**src/hw/rtl/smac_pkg.sv**
```systemverilog
// shared constants, operation codes and types for the shadow memory access checker
// no dependencies
`timescale 1ns / 1ps
`default_nettype none

package smac_pkg;

   localparam int OP_W         = 3;
   localparam int ADDR_W       = 15;
   localparam int SIZE_W       = 16;
   localparam int VAL_W        = 8;
   localparam int GRAIN_SHIFT  = 3;
   localparam int OFFSET_W     = GRAIN_SHIFT;
   localparam int END_W        = SIZE_W + 1;
   localparam int GRAIN_BYTES  = 1 << GRAIN_SHIFT;
   localparam int GRAIN_COUNT_DEF = 4096;

   localparam logic [OP_W-1:0] OP_CHECK_READ  = 3'd0;
   localparam logic [OP_W-1:0] OP_CHECK_WRITE = 3'd1;
   localparam logic [OP_W-1:0] OP_POISON      = 3'd2;
   localparam logic [OP_W-1:0] OP_UNPOISON    = 3'd3;
   localparam logic [OP_W-1:0] OP_QUERY       = 3'd4;

   // strobes from the sequencer to the shadow store
   typedef struct packed {
      logic wr_en;
      logic rd_en;
   } mem_cmd_type;

endpackage

`default_nettype wire

```
**src/hw/rtl/smac_if.sv**
```systemverilog
// valid/ready channel interfaces: request, response and control register write
// depends on smac_pkg for field widths
`timescale 1ns / 1ps
`default_nettype none

interface smac_req_if;
   import smac_pkg::*;
   logic                valid;
   logic                ready;
   logic [OP_W-1:0]     operation;
   logic [ADDR_W-1:0]   address;
   logic [SIZE_W-1:0]   size;
   logic [VAL_W-1:0]    poison_value;
   modport source (output valid, output operation, output address, output size,
                   output poison_value, input ready);
   modport sink (input valid, input operation, input address, input size,
                 input poison_value, output ready);
endinterface

interface smac_rsp_if;
   import smac_pkg::*;
   logic                valid;
   logic                ready;
   logic                error_flag;
   logic                error_is_write;
   logic [VAL_W-1:0]    shadow_value;
   logic                is_poisoned;
   logic                range_fault;
   modport source (output valid, output error_flag, output error_is_write,
                   output shadow_value, output is_poisoned, output range_fault,
                   input ready);
   modport sink (input valid, input error_flag, input error_is_write,
                 input shadow_value, input is_poisoned, input range_fault,
                 output ready);
endinterface

interface smac_csr_if;
   logic valid;
   logic ready;
   logic checking_enabled;
   modport source (output valid, output checking_enabled, input ready);
   modport sink (input valid, input checking_enabled, output ready);
endinterface

`default_nettype wire

```
**src/hw/rtl/smac_ctrl.sv**
```systemverilog
// sequencer: decodes a request, reads or sweeps the shadow store grain by grain,
// and holds the response register; depends on smac_pkg and the channel interfaces
`timescale 1ns / 1ps
`default_nettype none

module smac_ctrl #(
   parameter int GRAIN_COUNT = smac_pkg::GRAIN_COUNT_DEF,
   localparam int IW = $clog2(GRAIN_COUNT)
) (
   input  wire                        clock,
   input  wire                        reset,
   smac_req_if.sink                   req,
   smac_rsp_if.source                 rsp,
   smac_csr_if.sink                   csr,
   output smac_pkg::mem_cmd_type      mem_cmd,
   output logic [IW-1:0]              mem_addr,
   output logic [smac_pkg::VAL_W-1:0] mem_wr_data,
   input  wire  [smac_pkg::VAL_W-1:0] mem_rd_data,
   input  wire                        mem_busy
);
   import smac_pkg::*;

   localparam logic [2:0] ST_IDLE  = 3'd0;
   localparam logic [2:0] ST_READ  = 3'd1;
   localparam logic [2:0] ST_EVAL  = 3'd2;
   localparam logic [2:0] ST_SETUP = 3'd3;
   localparam logic [2:0] ST_FILL  = 3'd4;
   localparam logic [2:0] ST_DONE  = 3'd5;

   localparam logic [31:0] WINDOW_BYTES = 32'(GRAIN_COUNT) << GRAIN_SHIFT;

   logic [2:0]        state_ff, state_in;
   logic [OP_W-1:0]   op_ff, op_in;
   logic [ADDR_W-1:0] addr_ff, addr_in;
   logic [SIZE_W-1:0] size_ff, size_in;
   logic [VAL_W-1:0]  pval_ff, pval_in;
   logic [END_W-1:0]  end_ff, end_in;
   logic [IW-1:0]     grain_ff, grain_in;
   logic [IW-1:0]     last_ff, last_in;
   logic              first_ff, first_in;
   logic              en_ff, en_in;

   logic              res_err_ff, res_err_in;
   logic              res_wr_ff, res_wr_in;
   logic [VAL_W-1:0]  res_sh_ff, res_sh_in;
   logic              res_pois_ff, res_pois_in;
   logic              res_fault_ff, res_fault_in;

   logic              out_valid_ff, out_valid_in;
   logic              out_err_ff, out_err_in;
   logic              out_wr_ff, out_wr_in;
   logic [VAL_W-1:0]  out_sh_ff, out_sh_in;
   logic              out_pois_ff, out_pois_in;
   logic              out_fault_ff, out_fault_in;

   logic [OFFSET_W-1:0] offset;
   logic                in_window;
   logic [IW-1:0]       start_grain;
   logic [VAL_W-1:0]    sh;
   logic                fits;
   logic                over;
   logic [END_W-1:0]    end_m1;

   assign offset      = addr_ff[OFFSET_W-1:0];
   assign in_window   = 32'(addr_ff >> GRAIN_SHIFT) < 32'(GRAIN_COUNT);
   assign start_grain = IW'(addr_ff >> GRAIN_SHIFT);
   assign sh          = in_window ? mem_rd_data : '0;
   assign fits        = (sh < VAL_W'(GRAIN_BYTES)) &&
                        ((END_W'(offset) + END_W'(size_ff)) <= END_W'(sh));
   assign over        = 32'(end_ff) > WINDOW_BYTES;
   assign end_m1      = end_ff - 1'b1;

   assign req.ready = (state_ff == ST_IDLE) && !mem_busy;
   assign csr.ready = 1'b1;

   always_comb begin
      state_in     = state_ff;
      op_in        = op_ff;
      addr_in      = addr_ff;
      size_in      = size_ff;
      pval_in      = pval_ff;
      end_in       = end_ff;
      grain_in     = grain_ff;
      last_in      = last_ff;
      first_in     = first_ff;
      en_in        = csr.valid ? csr.checking_enabled : en_ff;
      res_err_in   = res_err_ff;
      res_wr_in    = res_wr_ff;
      res_sh_in    = res_sh_ff;
      res_pois_in  = res_pois_ff;
      res_fault_in = res_fault_ff;
      out_valid_in = out_valid_ff && !rsp.ready;
      out_err_in   = out_err_ff;
      out_wr_in    = out_wr_ff;
      out_sh_in    = out_sh_ff;
      out_pois_in  = out_pois_ff;
      out_fault_in = out_fault_ff;
      mem_cmd      = '0;
      mem_addr     = grain_ff;
      mem_wr_data  = pval_ff;

      unique case (state_ff)
         ST_IDLE: begin
            if (req.valid && req.ready) begin
               op_in        = req.operation;
               addr_in      = req.address;
               size_in      = req.size;
               pval_in      = req.poison_value;
               end_in       = END_W'(req.address) + END_W'(req.size);
               res_err_in   = 1'b0;
               res_wr_in    = 1'b0;
               res_sh_in    = '0;
               res_pois_in  = 1'b0;
               res_fault_in = 1'b0;
               priority if (req.operation == OP_CHECK_READ ||
                            req.operation == OP_CHECK_WRITE ||
                            req.operation == OP_QUERY) begin
                  state_in = ST_READ;
               end else if (req.operation == OP_POISON ||
                            req.operation == OP_UNPOISON) begin
                  state_in = ST_SETUP;
               end else begin
                  state_in = ST_DONE;
               end
            end
         end
         ST_READ: begin
            mem_cmd.rd_en = 1'b1;
            mem_addr      = start_grain;
            state_in      = ST_EVAL;
         end
         ST_EVAL: begin
            res_sh_in    = sh;
            res_fault_in = !in_window;
            if (op_ff == OP_QUERY) begin
               res_pois_in = sh != '0;
            end else if (sh != '0 && en_ff && !fits) begin
               res_err_in = 1'b1;
               res_wr_in  = op_ff == OP_CHECK_WRITE;
            end
            state_in = ST_DONE;
         end
         ST_SETUP: begin
            grain_in = start_grain;
            // clipped ranges stop at the last grain of the window
            last_in  = over ? IW'(GRAIN_COUNT - 1) : IW'(end_m1 >> GRAIN_SHIFT);
            first_in = 1'b1;
            if (size_ff == '0) begin
               state_in = ST_DONE;
            end else begin
               res_fault_in = over;
               state_in     = in_window ? ST_FILL : ST_DONE;
            end
         end
         ST_FILL: begin
            mem_cmd.wr_en = 1'b1;
            mem_addr      = grain_ff;
            if (op_ff == OP_UNPOISON) begin
               mem_wr_data = '0;
            end else if (first_ff && offset != '0) begin
               // unaligned start: count of addressable leading bytes
               mem_wr_data = VAL_W'(offset);
            end
            first_in = 1'b0;
            grain_in = grain_ff + 1'b1;
            if (grain_ff == last_ff) begin
               state_in = ST_DONE;
            end
         end
         ST_DONE: begin
            if (!out_valid_ff || rsp.ready) begin
               out_valid_in = 1'b1;
               out_err_in   = res_err_ff;
               out_wr_in    = res_wr_ff;
               out_sh_in    = res_sh_ff;
               out_pois_in  = res_pois_ff;
               out_fault_in = res_fault_ff;
               state_in     = ST_IDLE;
            end
         end
         default: begin
            state_in = ST_IDLE;
         end
      endcase
   end

   always_ff @(posedge clock) begin
      if (reset) begin
         state_ff     <= ST_IDLE;
         en_ff        <= 1'b0;
         out_valid_ff <= 1'b0;
      end else begin
         state_ff     <= state_in;
         en_ff        <= en_in;
         out_valid_ff <= out_valid_in;
      end
   end

   always_ff @(posedge clock) begin
      op_ff        <= op_in;
      addr_ff      <= addr_in;
      size_ff      <= size_in;
      pval_ff      <= pval_in;
      end_ff       <= end_in;
      grain_ff     <= grain_in;
      last_ff      <= last_in;
      first_ff     <= first_in;
      res_err_ff   <= res_err_in;
      res_wr_ff    <= res_wr_in;
      res_sh_ff    <= res_sh_in;
      res_pois_ff  <= res_pois_in;
      res_fault_ff <= res_fault_in;
      out_err_ff   <= out_err_in;
      out_wr_ff    <= out_wr_in;
      out_sh_ff    <= out_sh_in;
      out_pois_ff  <= out_pois_in;
      out_fault_ff <= out_fault_in;
   end

   assign rsp.valid          = out_valid_ff;
   assign rsp.error_flag     = out_err_ff;
   assign rsp.error_is_write = out_wr_ff;
   assign rsp.shadow_value   = out_sh_ff;
   assign rsp.is_poisoned    = out_pois_ff;
   assign rsp.range_fault    = out_fault_ff;

endmodule

`default_nettype wire

```
**src/flat_wrapper.sv**
```systemverilog
// flat-port wrapper written by rule: the top's interface ports become plain ports
module smac_ctrl_flat import smac_pkg::*;
#(
   parameter int GRAIN_COUNT = smac_pkg::GRAIN_COUNT_DEF,
   localparam int IW = $clog2(GRAIN_COUNT)
)
  (clock, reset, mem_cmd, mem_addr, mem_wr_data, mem_rd_data, mem_busy, req_valid, req_operation, req_address, req_size, req_poison_value, req_ready, rsp_valid, rsp_error_flag, rsp_error_is_write, rsp_shadow_value, rsp_is_poisoned, rsp_range_fault, rsp_ready, csr_valid, csr_checking_enabled, csr_ready);
  smac_req_if req_i ();
  smac_rsp_if rsp_i ();
  smac_csr_if csr_i ();
  input  wire clock;
  input  wire reset;
  output smac_pkg::mem_cmd_type mem_cmd;
  output logic [IW-1:0] mem_addr;
  output logic [smac_pkg::VAL_W-1:0] mem_wr_data;
  input  wire  [smac_pkg::VAL_W-1:0] mem_rd_data;
  input  wire mem_busy;
  input wire logic [$bits(req_i.valid)-1:0] req_valid;
  input wire logic [$bits(req_i.operation)-1:0] req_operation;
  input wire logic [$bits(req_i.address)-1:0] req_address;
  input wire logic [$bits(req_i.size)-1:0] req_size;
  input wire logic [$bits(req_i.poison_value)-1:0] req_poison_value;
  output wire logic [$bits(req_i.ready)-1:0] req_ready;
  output wire logic [$bits(rsp_i.valid)-1:0] rsp_valid;
  output wire logic [$bits(rsp_i.error_flag)-1:0] rsp_error_flag;
  output wire logic [$bits(rsp_i.error_is_write)-1:0] rsp_error_is_write;
  output wire logic [$bits(rsp_i.shadow_value)-1:0] rsp_shadow_value;
  output wire logic [$bits(rsp_i.is_poisoned)-1:0] rsp_is_poisoned;
  output wire logic [$bits(rsp_i.range_fault)-1:0] rsp_range_fault;
  input wire logic [$bits(rsp_i.ready)-1:0] rsp_ready;
  input wire logic [$bits(csr_i.valid)-1:0] csr_valid;
  input wire logic [$bits(csr_i.checking_enabled)-1:0] csr_checking_enabled;
  output wire logic [$bits(csr_i.ready)-1:0] csr_ready;
  assign req_i.valid = req_valid;
  assign req_i.operation = req_operation;
  assign req_i.address = req_address;
  assign req_i.size = req_size;
  assign req_i.poison_value = req_poison_value;
  assign req_ready = req_i.ready;
  assign rsp_valid = rsp_i.valid;
  assign rsp_error_flag = rsp_i.error_flag;
  assign rsp_error_is_write = rsp_i.error_is_write;
  assign rsp_shadow_value = rsp_i.shadow_value;
  assign rsp_is_poisoned = rsp_i.is_poisoned;
  assign rsp_range_fault = rsp_i.range_fault;
  assign rsp_i.ready = rsp_ready;
  assign csr_i.valid = csr_valid;
  assign csr_i.checking_enabled = csr_checking_enabled;
  assign csr_ready = csr_i.ready;
  smac_ctrl #(.GRAIN_COUNT(GRAIN_COUNT)) u_core (.clock(clock), .reset(reset), .req(req_i), .rsp(rsp_i), .csr(csr_i), .mem_cmd(mem_cmd), .mem_addr(mem_addr), .mem_wr_data(mem_wr_data), .mem_rd_data(mem_rd_data), .mem_busy(mem_busy));
endmodule
```
**config.mk**
```make
export PLATFORM = sky130hd
export DESIGN_NAME = smac_ctrl_flat
export DESIGN_NICKNAME = d
export VERILOG_FILES = /design/src/hw/rtl/smac_pkg.sv /design/src/hw/rtl/smac_if.sv /design/src/hw/rtl/smac_ctrl.sv /design/src/flat_wrapper.sv
export SDC_FILE = /design/constraint.sdc
export NUM_CORES = 1
export LEC_CHECK = 0
export ABC_AREA = 1
export ABC_CLOCK_PERIOD_IN_PS = 3600
export BUFFER_PORTS_ARGS = -buffer_cell sky130_fd_sc_hd__buf_2
export CAP_MARGIN = 20
export CELL_PAD_IN_SITES_DETAIL_PLACEMENT = 1
export CELL_PAD_IN_SITES_GLOBAL_PLACEMENT = 2
export CORE_MARGIN = 5
export CORE_UTILIZATION = 28
export DETAILED_ROUTE_END_ITERATION = 16
export PLACE_DENSITY_LB_ADDON = 0.1
export SETUP_SLACK_MARGIN = 0.1
export SLEW_MARGIN = 10
export SYNTH_ARGS = -nofsm -noshare
export SYNTH_HDL_FRONTEND = slang
export SYNTH_SLANG_ARGS = --single-unit
```
**constraint.sdc**
```tcl
create_clock -name clock -period 3.6 [get_ports clock]
set_input_delay 0.18 -clock clock [delete_from_list [all_inputs] [get_ports clock]]
set_output_delay 0.18 -clock clock [all_outputs]
set_load 0.05 [all_outputs]
```
==> impl_metrics.ini, run 1 <==
[sta]
max_freq_ghz = 0.321
finalCriticalPeriod_ps = 3120
slew_headroom_pct = 54.6
finalSetupViolCount = 0
fin_skew_ps = 7.69
worstMarginPinSlew_ps = 679
hold_viol_final = 0
rsz0062_at_grt = no
fin_tns_setup_ps = 0
post-route-period-util_pct = 86.6
hold-worst-slack_ps = 23.8
drv_slew = 0

[synthesis]
yosys_warnings = 0
synth_top_family_by_area = simple AND/OR/NAND/NOR gates
ys_seq_area_share_pct = 54.2
syn_area_mm2 = 0.00617
synth_cells = 633
synthMuxAreaShare_pct = 0
synthesis.nets = 719
synthAdderAreaFrac_pct = 6.13
synth_compound_area_share_pct = 6.67
yosys-top-cells-area = edfxtp_1, nand2_1, ha_1
synth_simple_gate_area_share_pct = 20.9
synthArstFlopShare_pct = 0
synthFlopType = edfxtp_1
ys_ff_latch = 113
synth_area_leader_cell = edfxtp_1
avgSynthCellArea_um2 = 9.74
synth_cell_type_count = 45
netlist.area_leader.share_pct = 52.6
synth_edf_count = 108
yosys.area_share.xor_xnor_pct = 5.40

[power_and_ir_drop]
p_clk_share_pct = 33.2
finalPower_uw = 5160
ir_worst_vdd_uv = 208
p_int_uw = 3300
switching_share_pct = 36.0
p_seq_share_pct = 36.3
combPwrFrac_pct = 30.4
p_leak_uw = 0.00340
switchingPower_uw = 1860
power_density_mw_per_mm2 = 646

[die]
num_io_pins = 94
die-area_mm2 = 0.0251
num_rows = 54
core_area_mm2 = 0.0218
die_w_um = 158
die_h_um = 158
initial_core_util_pct = 28.4

[clock_tree]
cts.clk_slew.worst_paths_ps = 50
cts_buffer_depth = 2
htreeDepth = 4
clkSinkCount = 113
clk_latency_ps = 410
cts_made_buffers = 17
cts_root_buf = clkbuf_16
cts_setup_buffers = 0
tritoncts = built

[cells_and_area]
final_area_mm2 = 0.00799
final_common_cell = nand2_1
area_growth_pct = 29.5
fin_util_pct = 36.7
antenna_cells = 0
layout_common_cells = nand2_1, edfxtp_1, buf_2
drive_above_1_share_pct = 21.4
layout.nets = 868

[critical_path]
r2r_end = u_core.res_wr_ff
crit_path_start = u_core.addr_ff[0]
reg2regPathDepth = 21
critical_path.endpoint_type = flop
worst-path-max-fanout = 5
start_kind = flop
r2r_slack_ps = 480
arrival_ps = 3230
reg2reg_from = u_core.addr_ff[0]
endpoint = u_core.res_wr_ff
worstPathRequired_ps = 3710
criticalPathCategory = reg -> reg

[grt]
antenna_found_initial = 0
grtUsageMet1_pct = 19.3
grt_pass1_wl_um = 27200
track_usage_pct = 14.2
grtUsageMet3_pct = 2.34
busiest_layer = met2
grt_start_max_net_pins = 23
grt_pass1_vias = 5077
globalRoute.totalOverflow = 0
met2_usage_pct = 22.9

[route]
avgViaCountPerCell = 4.46
wirelength_um = 17000
drc = 0
drt-wirelength-per-cell_um = 15.8
via_count = 4790
dr.pass1.iters = 4
ant_nets = 0
drt_iter0_markers = 150

[place]
io_buffer_count = 92
dpl_cell_area_mm2 = 0.00698
place_congestion = 0.798
dp_hpwl_um = 13600

[min_path]
hold_path_class = in -> reg

[job]
maxCapViolCount = 0

[outcome]
status = completed
==> layout make-up <==
| class | count | area [um^2] |
|---|---|---|
| Clock buffer | 18 | 429 |
| Clock inverter | 13 | 169 |
| Fill cell | 2503 | 13800 |
| Inverter | 97 | 364 |
| Multi-Input combinational cell | 414 | 2420 |
| Sequential cell | 113 | 3340 |
| Tap cell | 280 | 350 |
| Timing Repair Buffer | 139 | 916 |
==> power by group through the flow <==
stage / combinational [uW] / clock, uW / sequential [uW]
3_5_place_dp: 1560 / 0 / 1900
3_3_place_gp: 1540 / 0 / 1890
6_report: 1570 / 1720 / 1870
5_1_grt: 1740 / 1820 / 1900
4_1_cts: 1600 / 1760 / 1880
2_1_floorplan: 1120 / 0 / 1870
==> critical path: stages (launching register included) <==
cell,delay [ps]
edfxtp_1,370
ha_1,230
inv_2,70
fa_1,410
inv_1,100
nand3_1,90
nand2_1,170
xor2_1,160
inv_1,60
ha_1,290
nand2_1,80
nor2_1,90
nand2_1,50
nand3_1,60
nand2_1,50
nand2_1,50
nand2_1,50
nand2_1,50
nand2_1,50
nand4_1,100
nand2_1,70
a21oi_2,160
==> stage by stage <==
step / worst slack [ps] / instances
2_1_floorplan: 802 / 633
3_3_place_gp: 581 / 1002
3_5_place_dp: 440 / 1002
4_1_cts: 414 / 1073
5_1_grt: 112 / 1074
6_report: 484 / 1074
==> cell families after synthesis <==
logic type	Yosys count
compound gates	71
other cells	1
xor+xnor	38
buf+inv	106
fa+ha+maj	29
simple gates	275
flops	113
==> worst min-delay path by stage <==
stage / startpoint / end / slack, ps / cells after the start
2_1_floorplan: reset / u_core.rsp.valid / 250 / 1
3_3_place_gp: req_poison_value[6] / u_core.pval_ff[6] / 360 / 1
3_5_place_dp: req_poison_value[0] / u_core.pval_ff[0] / 360 / 1
4_1_cts: req_size[13] / u_core.size_ff[13] / 0.1 / 1
5_1_grt: req_size[12] / u_core.size_ff[12] / 1 / 1
6_report: req_size[12] / u_core.size_ff[12] / 20 / 1
==> synthesized netlist by cell type (2+ instances only) <==
cell and number:
nor2_2 3, o22ai_1 4, o21ai_1 13, xnor2_1 20, nor2_4 5, a21oi_1 26
nor2_1 60, o21a_1 2, o21ai_0 11, nor3_1 7, fa_1 2, xor2_1 18
dfxtp_1 5, edfxtp_1 108, nand2_1 131, nand2_2 4, nand3_2 9, buf_2 2
ha_1 27, nand3_1 30, clkbuf_1 5, inv_1 78, inv_2 17, o31ai_1 5
nor4_1 2, nand4_1 17, a31oi_1 3, clkinv_1 2
==> what timing repair did <==
action,in CTS,in global routing
hold endpoints to repair,40,1
resized for setup,0,1
hold buffers,40,1
endpoints found under the setup margin,0,2
==> routing by layer <==
metal / up-vias / share of wire (%)
met1: 2250 / 48
met3: 22 / 3.9
met5: - / 0
met2: 86 / 46
li1: 2432 / -
met4: 0 / 1.7
==> flip-flops by register name, summed over array words and instances (netlist names), 3 cells and up <==
name and count:
u_core.end_ff 17, u_core.size_ff 16, u_core.addr_ff 15, u_core.grain_ff 12, u_core.last_ff 12, u_core.pval_ff 8, u_core.res_sh_ff 8, u_core.rsp.shadow_value 8
u_core.op_ff 3, u_core.state_ff 3
(Power assumes the default switching activity.)
==> inputs of run 2 (changes only) <==
--- a/config.mk
+++ b/config.mk
@@ -11,6 +11,7 @@
 export CAP_MARGIN = 20
 export CELL_PAD_IN_SITES_DETAIL_PLACEMENT = 1
 export CELL_PAD_IN_SITES_GLOBAL_PLACEMENT = 2
+export CORE_ASPECT_RATIO = 1.1
 export CORE_MARGIN = 5
 export CORE_UTILIZATION = 28
 export DETAILED_ROUTE_END_ITERATION = 16
==> constraint.sdc (replaced) <==
create_clock -name clock -period 3.6 [get_ports clock]
set_input_delay 0.54 -clock clock [delete_from_list [all_inputs] [get_ports clock]]
set_output_delay 0.54 -clock clock [all_outputs]
set_load 0.05 [all_outputs]
==> impl_metrics.ini, run 2 (synthesis results as in run 1) <==
[die]
initial_core_util_pct = 28.2
die-area_mm2 = 0.0251
die_w_um = 152
core_area_mm2 = 0.0219
num_rows = 57
die_h_um = 166
num_io_pins = 94

[cells_and_area]
fin_util_pct = 34.7
final_common_cell = nand2_1
layout_common_cells = nand2_1, edfxtp_1, buf_2
antenna_cells = 0
regMostFlops = u_core.end_ff
largest_reg_flops = 17
reg_top3 = u_core.end_ff (17), u_core.size_ff (16), u_core.addr_ff (15)
final_area_mm2 = 0.00759
layout.nets = 827
drive_above_1_share_pct = 22.5
area_growth_pct = 23.1

[clock_tree]
cts_root_buf = clkbuf_16
clk_latency_ps = 410
tritoncts = built
cts_setup_buffers = 0
postCtsHoldBufs = 0
clkSinkCount = 113
cts_buffer_depth = 2
post_cts_resized = 0
cts.clk_slew.worst_paths_ps = 50
cts_made_buffers = 17
htreeDepth = 4

[route]
drt-wirelength-per-cell_um = 15.7
ant_nets = 0
avgViaCountPerCell = 4.43
wirelength_um = 16500
dr.pass1.iters = 4
drt_iter0_markers = 105
drc = 0
via_count = 4651

[critical_path]
worst-path-max-fanout = 5
crit_chain = ha_1 > inv_2 > fa_1 > inv_1 > nand3_1 > nand2_1 > xor2_1 > inv_1 > ha_1 > nand2_1 > nor2_1 > nand2_1 > nand3_1 > nand2_1 > nand2_1 > nand2_1 > nand2_1 > nand2_1 > nand4_1 > nand2_1 > a21oi_1
start_kind = flop
worstPathRequired_ps = 3700
slowest_stage = edfxtp_1
critical_path.endpoint_type = flop
criticalPathCategory = reg -> reg
arrival_ps = 3300
crit_path_max_incr_delay_ps = 400
crit_path_frequent_cell = nand2_1

[grt]
grtUsageMet1_pct = 18.8
grt_start_max_net_pins = 34
grt_pass1_wl_um = 26900
antenna_found_initial = 0
met2_usage_pct = 21.5
grtUsageMet3_pct = 2.84
globalRoute.totalOverflow = 0
track_usage_pct = 13.8
grt_pass1_vias = 5087
busiest_layer = met2

[power_and_ir_drop]
p_leak_uw = 0.00323
power_density_mw_per_mm2 = 674
ir_worst_vdd_uv = 256

[min_path]
hold_path_class = in -> reg

[outcome]
status = completed

[sta]
worstMarginPinSlew_ps = 801
drv_slew = 0
slew_headroom_pct = 46.5
rsz0062_at_grt = no
max_freq_ghz = 0.313
fin_tns_setup_ps = 0
fin_skew_ps = 7.28
finalSetupViolCount = 0
finalWorstSetupSlack_ps = 402
hold_viol_final = 0
post-route-period-util_pct = 88.8
finalCriticalPeriod_ps = 3200

[place]
dpl_cell_area_mm2 = 0.00700
dp_hpwl_um = 13400
place_congestion = 0.798
io_buffer_count = 92
place_ws_ps = 413

[job]
maxCapViolCount = 0
-- run 2: cell types whose count changed in the layout (fill, tap and decap cells not counted), sizes merged --
cell,previous run,this run
dlygate4sd3,41,0
clkinv,9,10
-- run 2: layout make-up --
class / instances / area (um^2)
fill: 2535 / 14300
tap: 295 / 369
clock inverter: 14 / 170
inverter: 97 / 364
sequential: 113 / 3340
clock buffer: 18 / 429
timing repair buffer: 98 / 505
multi-input combinational: 414 / 2410
-- run 2: path summary, 6_finish.rpt --
path | endpoint | cells past startpoint | slack (ps) | from
max | u_core.res_err_ff | 21 | 400 | u_core.addr_ff[0]
min | u_core.pval_ff[7] | 1 | 300 | req_poison_value[7]
max reg2reg | u_core.res_err_ff | 21 | 400 | u_core.addr_ff[0]
min reg2reg | u_core.rsp.shadow_value[2] | 0 | 420 | u_core.res_sh_ff[2]
-- run 2: where the power goes --
group / switching [uW] / internal (uW) / leakage, uW / total, uW
clock: 581 / 1140 / 0.000289 / 1720
sequential: 139 / 1730 / 0.00104 / 1870
combinational: 1130 / 400 / 0.00191 / 1530
total: 1850 / 3270 / 0.00323 / 5120
-- run 2: layer usage --
metal / up-vias / wire, um
li1: 2344 / -
met1: 2205 / 7960
met5: - / 0
met2: 78 / 7610
met4: 0 / 325
met3: 24 / 554
-- run 2: per-stage QoR --
| stage | std cells | total power [uW] | hold slack [ps] |
|---|---|---|---|
| floorplan | 633 | 2980 | 400 |
| global placement | 1017 | 3430 | 404 |
| detailed placement | 1017 | 3460 | 406 |
| CTS | 1049 | 5220 | 270 |
| global route | 1049 | 5420 | 277 |
| finish | 1049 | 5120 | 298 |
-- run 2: worst max-delay path, delay by kind of cell (launching register included) --
family          cells  cell delay [ps]
buf+inv             3              230
simple gates       13              980
compound gates      1              190
fa+ha+maj           3              920
flops               1              400
xor+xnor            1              160
